`src/rtl/htca_pkg.sv`:
```
// Shared types and constants for the heating curve table block.
// No dependencies; every other file imports this package.
`default_nettype none

package htca_pkg;

  localparam int TEMP_W = 12;
  localparam int BYTE_W = 8;
  localparam int PIDX_W = 5;
  localparam int CFG_IW = 2;

  // Shared divider sizing: numerator, divisor and quotient widths
  localparam int DIV_NW = 32;
  localparam int DIV_DW = 22;
  localparam int DIV_QW = 12;

  // Request kinds
  localparam logic [1:0] KIND_LOOKUP = 2'd0;
  localparam logic [1:0] KIND_BEND   = 2'd1;
  localparam logic [1:0] KIND_ADAPT  = 2'd2;
  localparam logic [1:0] KIND_FILL   = 2'd3;

  // Register indexes
  localparam logic [CFG_IW-1:0] CFG_OUTSIDE_LOW  = 2'd0;
  localparam logic [CFG_IW-1:0] CFG_OUTSIDE_HIGH = 2'd1;
  localparam logic [CFG_IW-1:0] CFG_SUPPLY_LOW   = 2'd2;
  localparam logic [CFG_IW-1:0] CFG_SUPPLY_HIGH  = 2'd3;

  // Register reset values
  localparam logic signed [TEMP_W-1:0] OUTSIDE_LOW_RST  = -12'sd320;
  localparam logic signed [TEMP_W-1:0] OUTSIDE_HIGH_RST = 12'sd320;
  localparam logic signed [TEMP_W-1:0] SUPPLY_LOW_RST   = 12'sd320;
  localparam logic signed [TEMP_W-1:0] SUPPLY_HIGH_RST  = 12'sd1120;

  // Value of a curve point that was never written
  localparam logic [BYTE_W-1:0] CURVE_RST = 8'd1;
  localparam logic [BYTE_W-1:0] BYTE_MAX  = 8'd255;

  typedef struct packed {
    logic [1:0]               kind;
    logic signed [TEMP_W-1:0] outside_temp;
    logic signed [TEMP_W-1:0] value;
  } in_beat_t;

  typedef struct packed {
    logic signed [TEMP_W-1:0] supply_temp;
    logic [PIDX_W-1:0]        point_index;
    logic [BYTE_W-1:0]        stored_byte;
  } out_beat_t;

  typedef struct packed {
    logic              start;
    logic [DIV_NW-1:0] num;
    logic [DIV_DW-1:0] den;
  } div_req_t;

  typedef struct packed {
    logic              done;
    logic              sat;
    logic [DIV_QW-1:0] quo;
  } div_rsp_t;

endpackage

`default_nettype wire

```
`src/rtl/htca_div.sv`:
```
// Restoring unsigned divider, one quotient bit per cycle, with saturation flag.
// Depends on htca_pkg for the request and response structs.
`default_nettype none

module htca_div import htca_pkg::*; (
  input  wire logic     clk,
  input  wire logic     rst_n,
  input  wire div_req_t req,
  output div_rsp_t      rsp
);

  localparam int DS_W  = DIV_DW + DIV_QW - 1;
  localparam int LIM_W = DIV_DW + DIV_QW;
  localparam int CNT_W = $clog2(DIV_QW);

  logic [DIV_NW-1:0] rem_r, rem_nxt;
  logic [DS_W-1:0]   ds_r, ds_nxt;
  logic [DIV_QW-1:0] quo_r, quo_nxt;
  logic [CNT_W-1:0]  cnt_r, cnt_nxt;
  logic              sat_r, sat_nxt;
  logic              busy_r, busy_nxt;
  logic              done_r, done_nxt;

  logic [DS_W-1:0]   rem_x;
  logic [DS_W-1:0]   rem_diff;
  logic              fits;
  logic              over;

  // Quotient does not fit when num >= den * 2^QW
  assign over = {{(LIM_W-DIV_NW){1'b0}}, req.num} >= {req.den, {DIV_QW{1'b0}}};

  assign rem_x    = {{(DS_W-DIV_NW){1'b0}}, rem_r};
  assign fits     = rem_x >= ds_r;
  assign rem_diff = rem_x - ds_r;

  // Load on start, then one trial subtract per cycle
  always_comb begin
    rem_nxt  = rem_r;
    ds_nxt   = ds_r;
    quo_nxt  = quo_r;
    cnt_nxt  = cnt_r;
    sat_nxt  = sat_r;
    busy_nxt = busy_r;
    done_nxt = 1'b0;
    if (req.start) begin
      rem_nxt  = req.num;
      ds_nxt   = {req.den, {(DIV_QW-1){1'b0}}};
      quo_nxt  = '0;
      cnt_nxt  = CNT_W'(DIV_QW - 1);
      sat_nxt  = over;
      busy_nxt = 1'b1;
    end else if (busy_r) begin
      if (fits) begin
        rem_nxt = rem_diff[DIV_NW-1:0];
      end
      quo_nxt = {quo_r[DIV_QW-2:0], fits};
      ds_nxt  = ds_r >> 1;
      if (cnt_r == '0) begin
        busy_nxt = 1'b0;
        done_nxt = 1'b1;
      end else begin
        cnt_nxt = cnt_r - 1'b1;
      end
    end
  end

  always_ff @(posedge clk) begin
    if (!rst_n) begin
      busy_r <= 1'b0;
      done_r <= 1'b0;
    end else begin
      busy_r <= busy_nxt;
      done_r <= done_nxt;
    end
  end

  always_ff @(posedge clk) begin
    rem_r <= rem_nxt;
    ds_r  <= ds_nxt;
    quo_r <= quo_nxt;
    cnt_r <= cnt_nxt;
    sat_r <= sat_nxt;
  end

  assign rsp.done = done_r;
  assign rsp.sat  = sat_r;
  assign rsp.quo  = quo_r;

endmodule

`default_nettype wire

```
`src/rtl/htca_mem.sv`:
```
// Curve point store: one write and one registered read port, valid bit per entry.
// Depends on htca_pkg for byte width and the reset value of a point.
`default_nettype none

module htca_mem import htca_pkg::*; #(
  parameter int POINTS = 32,
  parameter int IW     = 5
) (
  input  wire logic              clk,
  input  wire logic              rst_n,
  input  wire logic              rd_en,
  input  wire logic [IW-1:0]     rd_addr,
  input  wire logic              wr_en,
  input  wire logic [IW-1:0]     wr_addr,
  input  wire logic [BYTE_W-1:0] wr_data,
  output logic      [BYTE_W-1:0] rd_data
);

  logic [BYTE_W-1:0] mem_r [POINTS];
  logic [POINTS-1:0] vld_r;
  logic [BYTE_W-1:0] q_r;
  logic              qv_r;

  // Storage array and registered read
  always_ff @(posedge clk) begin
    if (wr_en) begin
      mem_r[wr_addr] <= wr_data;
    end
    if (rd_en) begin
      q_r <= mem_r[rd_addr];
    end
  end

  // Mark entries written since reset
  always_ff @(posedge clk) begin
    if (!rst_n) begin
      vld_r <= '0;
      qv_r  <= 1'b0;
    end else begin
      if (wr_en) begin
        vld_r[wr_addr] <= 1'b1;
      end
      if (rd_en) begin
        qv_r <= vld_r[rd_addr];
      end
    end
  end

  assign rd_data = qv_r ? q_r : CURVE_RST;

endmodule

`default_nettype wire

```
`src/rtl/heating_curve_table_adapt.sv`:
```
// Heating curve table with bend, adapt and fill; one request in flight at a time.
// Lookup selects a point in the shared divider, then reads it and converts the byte
// to a temperature; selection skips the divider when the outside temperature lies
// outside the range or the range is empty.
// Fill writes every point in turn; bend and adapt rewrite the selected point and then
// each inner point, skipping the divider for each on a flat or inverted supply range.
// Synchronous active-low reset: registers to their reset values, every point reads 1.
// Depends on htca_pkg, htca_div and htca_mem.
`default_nettype none

module heating_curve_table_adapt import htca_pkg::*; #(
  parameter int POINTS = 32
) (
  input  wire logic              clk,
  input  wire logic              rst_n,
  input  wire logic              in_valid,
  output logic                   in_stall,
  input  wire in_beat_t          in_data,
  output logic                   out_valid,
  input  wire logic              out_stall,
  output out_beat_t              out_data,
  input  wire logic              cfg_valid,
  output logic                   cfg_ready,
  input  wire logic [CFG_IW-1:0] cfg_index,
  input  wire logic [TEMP_W-1:0] cfg_data
);

  localparam int IW    = $clog2(POINTS);
  localparam int A_W   = 22;
  localparam int DEN_W = 23;
  localparam int DN_W  = 24;
  localparam int NUM_W = 32;

  typedef enum logic [19:0] {
    S_IDLE = 20'h00001,
    S_SEL  = 20'h00002,
    S_SELW = 20'h00004,
    S_RDX  = 20'h00008,
    S_CIDX = 20'h00010,
    S_DN   = 20'h00020,
    S_TBK  = 20'h00040,
    S_TBS  = 20'h00080,
    S_TBW  = 20'h00100,
    S_WR   = 20'h00200,
    S_NEXT = 20'h00400,
    S_RDI  = 20'h00800,
    S_P1   = 20'h01000,
    S_P2   = 20'h02000,
    S_SUM  = 20'h04000,
    S_FILL = 20'h08000,
    S_OUT  = 20'h10000,
    S_BS   = 20'h20000,
    S_BSW  = 20'h40000,
    S_DONE = 20'h80000
  } state_t;

  state_t state_r, state_nxt;

  logic signed [TEMP_W-1:0] olo_r, ohi_r, slo_r, shi_r;
  in_beat_t                 in_r, in_nxt;
  logic [IW-1:0]            idx_r, idx_nxt;
  logic [IW-1:0]            i_r, i_nxt;
  logic [IW-1:0]            k_r, k_nxt;
  logic [IW-1:0]            w_r, w_nxt;
  logic [IW-1:0]            waddr_r, waddr_nxt;
  logic                     spread_r, spread_nxt;
  logic [BYTE_W-1:0]        cidx_r, cidx_nxt;
  logic [BYTE_W-1:0]        byte_r, byte_nxt;
  logic signed [A_W-1:0]    a_r, a_nxt;
  logic signed [DN_W-1:0]   dn_r, dn_nxt;
  logic signed [NUM_W-1:0]  p1_r, p1_nxt;
  logic signed [NUM_W-1:0]  p2_r, p2_nxt;
  logic signed [NUM_W-1:0]  num_r, num_nxt;
  logic signed [DEN_W-1:0]  den_r, den_nxt;
  logic                     neg_r, neg_nxt;
  logic [TEMP_W-1:0]        bsq_r, bsq_nxt;
  logic signed [TEMP_W-1:0] sup_r, sup_nxt;
  logic                     out_valid_r, out_valid_nxt;
  out_beat_t                out_data_r, out_data_nxt;

  div_req_t          dreq;
  div_rsp_t          drsp;
  logic              rd_en;
  logic [IW-1:0]     rd_addr;
  logic              wr_en;
  logic [BYTE_W-1:0] rd_data;

  logic signed [12:0]       span;
  logic signed [12:0]       oden;
  logic [12:0]              toff;
  logic [BYTE_W-1:0]        mul_byte;
  logic signed [A_W-1:0]    prod_a;
  logic signed [DEN_W-1:0]  prod_k;
  logic signed [NUM_W-1:0]  prod_1;
  logic signed [NUM_W-1:0]  prod_2;
  logic signed [20:0]       tgt;
  logic signed [19:0]       dv;
  logic [A_W-1:0]           abs_a;
  logic [20:0]              bs_y;
  logic [41:0]              bs_prod;
  logic signed [13:0]       sup_full;
  logic [IW-1:0]            sel_idx;
  logic [BYTE_W-1:0]        fill_byte [POINTS];

  // Configuration registers, written only while idle
  assign cfg_ready = (state_r == S_IDLE);

  always_ff @(posedge clk) begin
    if (!rst_n) begin
      olo_r <= OUTSIDE_LOW_RST;
      ohi_r <= OUTSIDE_HIGH_RST;
      slo_r <= SUPPLY_LOW_RST;
      shi_r <= SUPPLY_HIGH_RST;
    end else if (cfg_valid && cfg_ready) begin
      case (cfg_index)
        CFG_OUTSIDE_LOW:  olo_r <= $signed(cfg_data);
        CFG_OUTSIDE_HIGH: ohi_r <= $signed(cfg_data);
        CFG_SUPPLY_LOW:   slo_r <= $signed(cfg_data);
        CFG_SUPPLY_HIGH:  shi_r <= $signed(cfg_data);
        default: ;
      endcase
    end
  end

  // Initial falling line, one constant byte per point
  for (genvar j = 0; j < POINTS; j++) begin : g_fill
    assign fill_byte[j] = BYTE_W'((510 * (POINTS - j) + POINTS) / (2 * POINTS));
  end

  // Spans and shared products
  assign span = $signed({shi_r[TEMP_W-1], shi_r}) - $signed({slo_r[TEMP_W-1], slo_r});
  assign oden = $signed({ohi_r[TEMP_W-1], ohi_r}) - $signed({olo_r[TEMP_W-1], olo_r});
  assign toff = 13'($signed({in_r.outside_temp[TEMP_W-1], in_r.outside_temp})
                    - $signed({olo_r[TEMP_W-1], olo_r}));

  assign mul_byte = (state_r == S_OUT) ? cidx_r : rd_data;
  assign prod_a   = $signed({1'b0, mul_byte}) * span;
  assign prod_k   = span * $signed({1'b0, k_r});
  assign prod_1   = a_r * $signed({1'b0, k_r});
  assign prod_2   = dn_r * $signed({1'b0, w_r});
  assign tgt      = ($signed({in_r.value[TEMP_W-1], in_r.value})
                     - $signed({slo_r[TEMP_W-1], slo_r})) * 21'sd255;
  assign dv       = in_r.value * 20'sd255;
  assign abs_a    = a_r[A_W-1] ? A_W'(-a_r) : A_W'(a_r);

  // Round |v| / 255 as (|v| + 127) / 255 by a shift-and-add reciprocal multiply,
  // exact over the full byte times span range
  assign bs_y     = abs_a[20:0] + 21'd127;
  assign bs_prod  = 42'(bs_y) + (42'(bs_y) << 4) + (42'(bs_y) << 12) + (42'(bs_y) << 20);
  assign sup_full = $signed({{2{slo_r[TEMP_W-1]}}, slo_r})
                    + (neg_r ? -$signed({2'b0, bsq_r}) : $signed({2'b0, bsq_r}));
  assign sel_idx  = (drsp.sat || drsp.quo > DIV_QW'(POINTS - 1))
                    ? IW'(POINTS - 1) : drsp.quo[IW-1:0];

  // Request sequencer
  always_comb begin
    state_nxt     = state_r;
    in_nxt        = in_r;
    idx_nxt       = idx_r;
    i_nxt         = i_r;
    k_nxt         = k_r;
    w_nxt         = w_r;
    waddr_nxt     = waddr_r;
    spread_nxt    = spread_r;
    cidx_nxt      = cidx_r;
    byte_nxt      = byte_r;
    a_nxt         = a_r;
    dn_nxt        = dn_r;
    p1_nxt        = p1_r;
    p2_nxt        = p2_r;
    num_nxt       = num_r;
    den_nxt       = den_r;
    neg_nxt       = neg_r;
    bsq_nxt       = bsq_r;
    sup_nxt       = sup_r;
    out_valid_nxt = out_valid_r;
    out_data_nxt  = out_data_r;
    dreq          = '0;
    rd_en         = 1'b0;
    rd_addr       = idx_r;
    wr_en         = 1'b0;

    // Drop the result once taken
    if (out_valid_r && !out_stall) begin
      out_valid_nxt = 1'b0;
    end

    case (state_r)
      S_IDLE: begin
        if (in_valid) begin
          in_nxt    = in_data;
          state_nxt = S_SEL;
        end
      end
      // Map outside temperature to a point
      S_SEL: begin
        spread_nxt = 1'b0;
        i_nxt      = '0;
        if (in_r.outside_temp < olo_r) begin
          idx_nxt   = '0;
          state_nxt = (in_r.kind == KIND_FILL) ? S_FILL : S_RDX;
        end else if (in_r.outside_temp > ohi_r) begin
          idx_nxt   = IW'(POINTS - 1);
          state_nxt = (in_r.kind == KIND_FILL) ? S_FILL : S_RDX;
        end else if (oden <= 0) begin
          idx_nxt   = '0;
          state_nxt = (in_r.kind == KIND_FILL) ? S_FILL : S_RDX;
        end else begin
          dreq.start = 1'b1;
          dreq.num   = DIV_NW'(toff) * DIV_NW'(2 * POINTS) + DIV_NW'(oden);
          dreq.den   = DIV_DW'({oden, 1'b0});
          state_nxt  = S_SELW;
        end
      end
      S_SELW: begin
        if (drsp.done) begin
          idx_nxt   = sel_idx;
          state_nxt = (in_r.kind == KIND_FILL) ? S_FILL : S_RDX;
        end
      end
      S_RDX: begin
        rd_en     = 1'b1;
        rd_addr   = idx_r;
        state_nxt = S_CIDX;
      end
      S_CIDX: begin
        cidx_nxt  = rd_data;
        a_nxt     = prod_a;
        state_nxt = (in_r.kind == KIND_LOOKUP) ? S_OUT : S_DN;
      end
      // Target position and change for the selected point
      S_DN: begin
        if (in_r.kind == KIND_BEND) begin
          dn_nxt  = DN_W'(tgt) - DN_W'(a_r);
          num_nxt = NUM_W'(tgt);
        end else begin
          dn_nxt  = DN_W'(dv);
          num_nxt = NUM_W'(a_r) + NUM_W'(dv);
        end
        k_nxt     = IW'(1);
        waddr_nxt = idx_r;
        state_nxt = S_TBK;
      end
      S_TBK: begin
        den_nxt   = prod_k;
        state_nxt = S_TBS;
      end
      // Round position to a byte, clamping at both ends
      S_TBS: begin
        if (span < 0) begin
          byte_nxt  = (num_r < 0) ? '0 : BYTE_MAX;
          state_nxt = S_WR;
        end else if (span == 0) begin
          byte_nxt  = (num_r > 0) ? BYTE_MAX : '0;
          state_nxt = S_WR;
        end else if (num_r < 0) begin
          byte_nxt  = '0;
          state_nxt = S_WR;
        end else begin
          dreq.start = 1'b1;
          dreq.num   = DIV_NW'({num_r[NUM_W-2:0], 1'b0}) + DIV_NW'(den_r);
          dreq.den   = DIV_DW'({den_r, 1'b0});
          state_nxt  = S_TBW;
        end
      end
      S_TBW: begin
        if (drsp.done) begin
          byte_nxt  = (drsp.sat || drsp.quo > DIV_QW'(BYTE_MAX))
                      ? BYTE_MAX : drsp.quo[BYTE_W-1:0];
          state_nxt = S_WR;
        end
      end
      S_WR: begin
        wr_en = 1'b1;
        if (waddr_r == idx_r) begin
          cidx_nxt = byte_r;
        end
        if (in_r.kind == KIND_FILL) begin
          if (i_r == IW'(POINTS - 1)) begin
            state_nxt = S_OUT;
          end else begin
            i_nxt     = i_r + 1'b1;
            state_nxt = S_FILL;
          end
        end else begin
          if (!spread_r) begin
            spread_nxt = 1'b1;
            i_nxt      = IW'(1);
          end else begin
            i_nxt = i_r + 1'b1;
          end
          state_nxt = S_NEXT;
        end
      end
      // Walk the inner points, skipping the selected one
      S_NEXT: begin
        if (i_r == IW'(POINTS - 1)) begin
          state_nxt = S_OUT;
        end else if (i_r == idx_r) begin
          i_nxt = i_r + 1'b1;
        end else begin
          rd_en   = 1'b1;
          rd_addr = i_r;
          if (i_r < idx_r) begin
            k_nxt = idx_r;
            w_nxt = i_r;
          end else begin
            k_nxt = IW'(POINTS - 1) - idx_r;
            w_nxt = IW'(POINTS - 1) - i_r;
          end
          state_nxt = S_RDI;
        end
      end
      S_RDI: begin
        a_nxt     = prod_a;
        waddr_nxt = i_r;
        state_nxt = S_P1;
      end
      S_P1: begin
        p1_nxt    = prod_1;
        state_nxt = S_P2;
      end
      S_P2: begin
        p2_nxt    = prod_2;
        state_nxt = S_SUM;
      end
      S_SUM: begin
        num_nxt   = p1_r + p2_r;
        state_nxt = S_TBK;
      end
      // Initial falling line, or all zero on a flat or inverted supply range
      S_FILL: begin
        waddr_nxt = i_r;
        byte_nxt  = (span <= 0) ? '0 : fill_byte[i_r];
        state_nxt = S_WR;
      end
      // Convert the selected byte back to a temperature
      S_OUT: begin
        a_nxt     = prod_a;
        state_nxt = S_BS;
      end
      S_BS: begin
        neg_nxt   = a_r[A_W-1];
        bsq_nxt   = bs_prod[39:28];
        state_nxt = S_BSW;
      end
      S_BSW: begin
        sup_nxt   = sup_full[TEMP_W-1:0];
        state_nxt = S_DONE;
      end
      // Hold until the output register is free
      S_DONE: begin
        if (!out_valid_r || !out_stall) begin
          out_valid_nxt            = 1'b1;
          out_data_nxt.supply_temp = sup_r;
          out_data_nxt.point_index = PIDX_W'(idx_r);
          out_data_nxt.stored_byte = cidx_r;
          state_nxt                = S_IDLE;
        end
      end
      default: begin
        state_nxt = S_IDLE;
      end
    endcase
  end

  always_ff @(posedge clk) begin
    if (!rst_n) begin
      state_r     <= S_IDLE;
      spread_r    <= 1'b0;
      out_valid_r <= 1'b0;
    end else begin
      state_r     <= state_nxt;
      spread_r    <= spread_nxt;
      out_valid_r <= out_valid_nxt;
    end
  end

  always_ff @(posedge clk) begin
    in_r       <= in_nxt;
    idx_r      <= idx_nxt;
    i_r        <= i_nxt;
    k_r        <= k_nxt;
    w_r        <= w_nxt;
    waddr_r    <= waddr_nxt;
    cidx_r     <= cidx_nxt;
    byte_r     <= byte_nxt;
    a_r        <= a_nxt;
    dn_r       <= dn_nxt;
    p1_r       <= p1_nxt;
    p2_r       <= p2_nxt;
    num_r      <= num_nxt;
    den_r      <= den_nxt;
    neg_r      <= neg_nxt;
    bsq_r      <= bsq_nxt;
    sup_r      <= sup_nxt;
    out_data_r <= out_data_nxt;
  end

  assign in_stall  = (state_r != S_IDLE);
  assign out_valid = out_valid_r;
  assign out_data  = out_data_r;

  htca_div u_div (
    .clk   (clk),
    .rst_n (rst_n),
    .req   (dreq),
    .rsp   (drsp)
  );

  htca_mem #(
    .POINTS (POINTS),
    .IW     (IW)
  ) u_mem (
    .clk     (clk),
    .rst_n   (rst_n),
    .rd_en   (rd_en),
    .rd_addr (rd_addr),
    .wr_en   (wr_en),
    .wr_addr (waddr_r),
    .wr_data (byte_r),
    .rd_data (rd_data)
  );

endmodule

`default_nettype wire
```
`config.mk`:
```
export PLATFORM = sky130hd
export DESIGN_NAME = heating_curve_table_adapt
export DESIGN_NICKNAME = d
export VERILOG_FILES = /design/src/rtl/htca_pkg.sv /design/src/rtl/htca_div.sv /design/src/rtl/htca_mem.sv /design/src/rtl/heating_curve_table_adapt.sv
export SDC_FILE = /design/constraint.sdc
export NUM_CORES = 2
export LEC_CHECK = 0
export ABC_CLOCK_PERIOD_IN_PS = 6800
export BUFFER_PORTS_ARGS = -buffer_cell sky130_fd_sc_hd__buf_2
export CORE_UTILIZATION = 59
export CTS_CLUSTER_SIZE = 30
export DETAILED_ROUTE_END_ITERATION = 10
export PLACE_DENSITY = 0.83
export SLEW_MARGIN = 20
export SYNTH_ARGS = -nofsm -noshare
export SYNTH_HDL_FRONTEND = slang
export SYNTH_SLANG_ARGS = --single-unit
export TNS_END_PERCENT = 1
```
`constraint.sdc`:
```
create_clock -name clk -period 6.8 [get_ports clk]
set_input_delay 0.34 -clock clk [delete_from_list [all_inputs] [get_ports clk]]
set_output_delay 0.34 -clock clk [all_outputs]
set_load 0.03 [all_outputs]
```
==> results list <==
- Global routing finished with a remaining overflow of 0.
- Across all setup checks in the final design, the least slack found is -0.3497 ns.
- Using the TritonRoute via totals, the vias-per-cell ratio works out to 6.116.
* Number of synthesis warnings: 0
- Setup violations remaining at the end of the flow were counted as 19.
- For this run, asynchronously set or reset flops after synthesis account for 0%.
- The multi-input combinational cells in the finished layout cover a total of ~37,000 um^2.
- Summing all flip-flop and latch instances after layout gives around 20,000 um^2.
- Count of distinct cell types in the synthesized netlist: 98
* Horiz. Die Dim: roughly 320 um
- Crit start category: register
- Wire length of the first global-routing pass: around 260,000 um
- Max-cap violations in this run came to 0.
- After detailed routing, the total wire length is between 150,000 and 200,000 um.
- The core region is between 100,000 and 150,000 um^2.
- Synthesis produced a netlist whose cell count is approximately 6,200.
- The tree is rooted in a sky130_fd_sc_hd__clkbuf_16.
- Post-route clock period utilization: 105.1%
- Setup repair after global routing could not meet its margin everywhere.
- Violated checks: negative setup slack
* Run status: finished with violations
- Entering global routing, the biggest net connects roughly 150 pins.
- Hold Path Class: in -> reg
- In the final timing run, aggregate negative setup slack is -2.724 ns.
- The critical path starts at in_r[0]$_DFFE_PP_.
- Sink Count: roughly 720
* CTS HTree Levels: 3
- Yosys mapped a number of flops with a built-in enable equal to 590.
* Register bit total from synthesis: ~720
* Residual antenna-violating net count after detailed routing: 0
- Detailed placement finished with a half-perimeter wire length of roughly 130,000 um.
- The worst setup path is captured at a register.
- Clock latency on the worst-skew pair, taken at its later pin, is approximately 0.69 ns.
- Standard-cell rows: roughly 120
- For this block, the initial DRC count from the detailed router was 4,968.
- The number of clock buffers added by TritonCTS is 77.
- Net Count, Synth: just over 7,000
- Beginning of the worst hold path: cfg_data[1]
- The final count of pins violating max slew was 0.
* Most frequently used flop master after synthesis: sky130_fd_sc_hd__edfxtp_1
* Die boundary height: 321.7 um
- In this run the worst path has a maximum fanout of 3.
- Synth-to-layout area growth: 12.55%
- The critical path is of the reg -> reg type.
- Cells on Worst Hold Path: 3
* Filler cells: around 7,500
* Average wire per cell in the routed design: ~21 um
* Floorplan die area: approximately 100,000 um^2
- Min Tclk post-route: 7.150 ns
* TritonCTS clock tree: done
- Number of cells on the worst reg-to-reg path: 33
- Relative slew slack: about a quarter
- Across all layers, the routed design uses roughly 48,000 vias.
- Clock transition at the register clock pins on the worst setup and hold paths after CTS: roughly 0.060 ns
- Between clock sinks in the finished design, the worst skew comes to about 0.041 ns.
- Number of buffer cells added on primary ports: 72
- IO Pins: between 70 and 80
* Post-synthesis sequential area ratio: about a third
* Total Routing Usage GR: between 30% and 40%
* Initial Utilization: around three fifths
- WP data arrival: roughly 7.5 ns
- Slew @ Worst Pin: approximately 1.1 ns
- The post-route netlist has 11.16% of its cells at a drive strength greater than 1.
* Achievable Freq: 0.1399 GHz
* Initial antenna violation count: 7
- Post-synthesis average cell area: a little under 10 um^2
- DR DRC count: 0
- First-pass iteration count of the detailed router: 8
- Req. time, crit path: a little over 7 ns
- Critical-path top delay cell: sky130_fd_sc_hd__fa_1
- The total count of hold-check failures in the final report was 0.
- Maximum cell stage delay along the critical path: ~0.55 ns
- The startpoint identified for the worst register-to-register timing path is in_r[0]$_DFFE_PP_.
- Post-layout net count: between 7,000 and 8,000
* Vias in the first global route: between 40,000 and 50,000
- Placer's final routability congestion estimate: 0.9629
- Syn Std Cell Area: 60,290 um^2
- No sink is reached through more buffers than the 3 on the longest clock path.
-- through the flow --
| step | hold WS, ns | util, % | setup WS [ns] | area (um^2) | instances |
|---|---|---|---|---|---|
| after floorplan | 0.4003 | - | -0.05277 | 60450 | 6179 |
| after global placement | 0.4039 | 63.46 | -0.2577 | 63920 | 7685 |
| after detailed placement | 0.4079 | 63.46 | -0.4733 | 63920 | 7685 |
| after CTS | 0.03273 | 66.83 | -0.1412 | 67320 | 7878 |
| final | 0.06900 | 67.37 | -0.3497 | 67860 | 7900 |
| after global routing | 0.04405 | 67.36 | -0.7190 | 67850 | 7898 |
-- synthesized netlist by cell type (13+ instances only) --
| cell | instances | area share, % |
|---|---|---|
| sky130_fd_sc_hd__o21ai_1 | 16 | 0.13 |
| sky130_fd_sc_hd__nor3b_1 | 15 | 0.19 |
| sky130_fd_sc_hd__nor3_1 | 89 | 0.74 |
| sky130_fd_sc_hd__xor2_1 | 105 | 1.5 |
| sky130_fd_sc_hd__a21boi_0 | 14 | 0.17 |
| sky130_fd_sc_hd__a31o_2 | 14 | 0.20 |
| sky130_fd_sc_hd__and2_1 | 222 | 2.3 |
| sky130_fd_sc_hd__a211oi_1 | 143 | 1.8 |
| sky130_fd_sc_hd__ha_1 | 592 | 12 |
| sky130_fd_sc_hd__o21bai_1 | 39 | 0.49 |
| sky130_fd_sc_hd__a311oi_1 | 38 | 0.55 |
| sky130_fd_sc_hd__nand3b_1 | 23 | 0.29 |
| sky130_fd_sc_hd__nand2_1 | 677 | 4.2 |
| sky130_fd_sc_hd__xnor2_1 | 260 | 3.8 |
| sky130_fd_sc_hd__inv_1 | 704 | 4.4 |
| sky130_fd_sc_hd__nand4_1 | 43 | 0.45 |
| sky130_fd_sc_hd__buf_2 | 36 | 0.30 |
| sky130_fd_sc_hd__and3_1 | 43 | 0.45 |
| sky130_fd_sc_hd__dfxtp_1 | 132 | 4.4 |
| sky130_fd_sc_hd__a21o_1 | 124 | 1.5 |
| sky130_fd_sc_hd__and2_0 | 24 | 0.25 |
| sky130_fd_sc_hd__or3_1 | 41 | 0.43 |
| sky130_fd_sc_hd__nand2b_1 | 58 | 0.60 |
| sky130_fd_sc_hd__o21a_1 | 38 | 0.47 |
| sky130_fd_sc_hd__a21oi_1 | 325 | 2.7 |
| sky130_fd_sc_hd__nor4_1 | 41 | 0.43 |
| sky130_fd_sc_hd__a22oi_1 | 20 | 0.25 |
| sky130_fd_sc_hd__o21ai_0 | 195 | 1.6 |
| sky130_fd_sc_hd__nor2_1 | 402 | 2.5 |
| sky130_fd_sc_hd__o22ai_1 | 13 | 0.13 |
| sky130_fd_sc_hd__o211ai_1 | 32 | 0.40 |
| sky130_fd_sc_hd__clkbuf_1 | 149 | 0.93 |
| sky130_fd_sc_hd__or2_2 | 35 | 0.36 |
| sky130_fd_sc_hd__fa_1 | 393 | 13 |
| sky130_fd_sc_hd__o31ai_1 | 25 | 0.31 |
| sky130_fd_sc_hd__a31oi_1 | 73 | 0.76 |
| sky130_fd_sc_hd__mux2i_1 | 34 | 0.56 |
| sky130_fd_sc_hd__nor2b_1 | 71 | 0.74 |
| sky130_fd_sc_hd__nand3_1 | 82 | 0.68 |
| sky130_fd_sc_hd__edfxtp_1 | 590 | 29 |
-- worst paths after layout --
kind	endpoint	slack, ns
worst min register to register	out_data[20]$_DFFE_PP_	0.43
worst min-delay path	shi_r[1]$_SDFFE_PN0P_	0.07
worst max register to register	dn_r[21]$_DFFE_PP_	-0.35
worst max-delay path	dn_r[21]$_DFFE_PP_	-0.35
-- repair_timing --
action	4_1_cts	5_1_grt
buffers inserted	22	18
hold buffers	27	0
gates resized for setup	49	87
pin swaps	39	87
hold endpoints to repair	27	0
endpoints found under the setup margin	20	40
-- kinds of logic after synthesis --
group / count (synthesis) / synth area share, %
compound gates: 1239 / 13.61
xor+xnor: 366 / 5.329
fa+ha+maj: 986 / 25.35
buf+inv: 899 / 5.678
flops: 722 / 33.77
mux: 42 / 0.7180
simple gates: 1925 / 15.54
-- cell type report --
type                    count  share of cell area (%)
diodes                      2                0.007376
inverters                 706                   3.909
clock buffers             100                   3.042
well taps                1357                   2.502
flip-flops and latches    722                   30.01
clock inverters            44                  0.9219
multi-input cells        4558                   55.09
repair buffers            411                   4.523
-- cell usage in the layout, fill, tap and decap left out, types with 141 or more instances in the layout --
cell | Yosys | routed
sky130_fd_sc_hd__a211oi_1 | 143 | 141
sky130_fd_sc_hd__a21oi_1 | 325 | 308
sky130_fd_sc_hd__and2_1 | 222 | 221
sky130_fd_sc_hd__buf_4 | 1 | 300
sky130_fd_sc_hd__edfxtp_1 | 590 | 590
sky130_fd_sc_hd__fa_1 | 393 | 386
sky130_fd_sc_hd__ha_1 | 592 | 571
sky130_fd_sc_hd__inv_1 | 704 | 690
sky130_fd_sc_hd__nand2_1 | 677 | 674
sky130_fd_sc_hd__nor2_1 | 402 | 397
sky130_fd_sc_hd__o21ai_0 | 195 | 179
sky130_fd_sc_hd__xnor2_1 | 260 | 247
-- worst max-delay path, delay by kind of cell, from the launching register on --
| kind | cells | cell delay, ns |
|---|---|---|
| xor+xnor | 3 | 0.52 |
| buf+inv | 8 | 0.73 |
| compound gates | 10 | 1.71 |
| fa+ha+maj | 8 | 3.02 |
| flops | 1 | 0.36 |
| simple gates | 4 | 0.47 |
-- flip-flops by register name, summed over array words and instances, names as in the netlist, 19 cells and up --
| signal | flops |
|---|---|
| in_r | 26 |
| u_mem.mem_r | 256 |
| den_r | 19 |
| a_r | 22 |
| state_r | 20 |
| num_r | 32 |
| dn_r | 23 |
| p1_r | 28 |
| p2_r | 30 |
| u_div.ds_r | 33 |
| u_div.rem_r | 32 |
| u_mem.vld_r | 32 |
| out_data | 25 |
-- metal layers --
layer / GRT usage, % / up-vias / wire length (um)
met2: 52.01 / 2287 / 77400
met3: 7.306 / 478 / 16910
li1: - / 22104 / -
met1: 42.02 / 23439 / 66550
met4: 14.47 / 8 / 8231
met5: 0 / - / 38
Power is left out: the tool's default activity adds up to more than one toggle a clock period on the data nets, which glitch-free logic cannot reach.
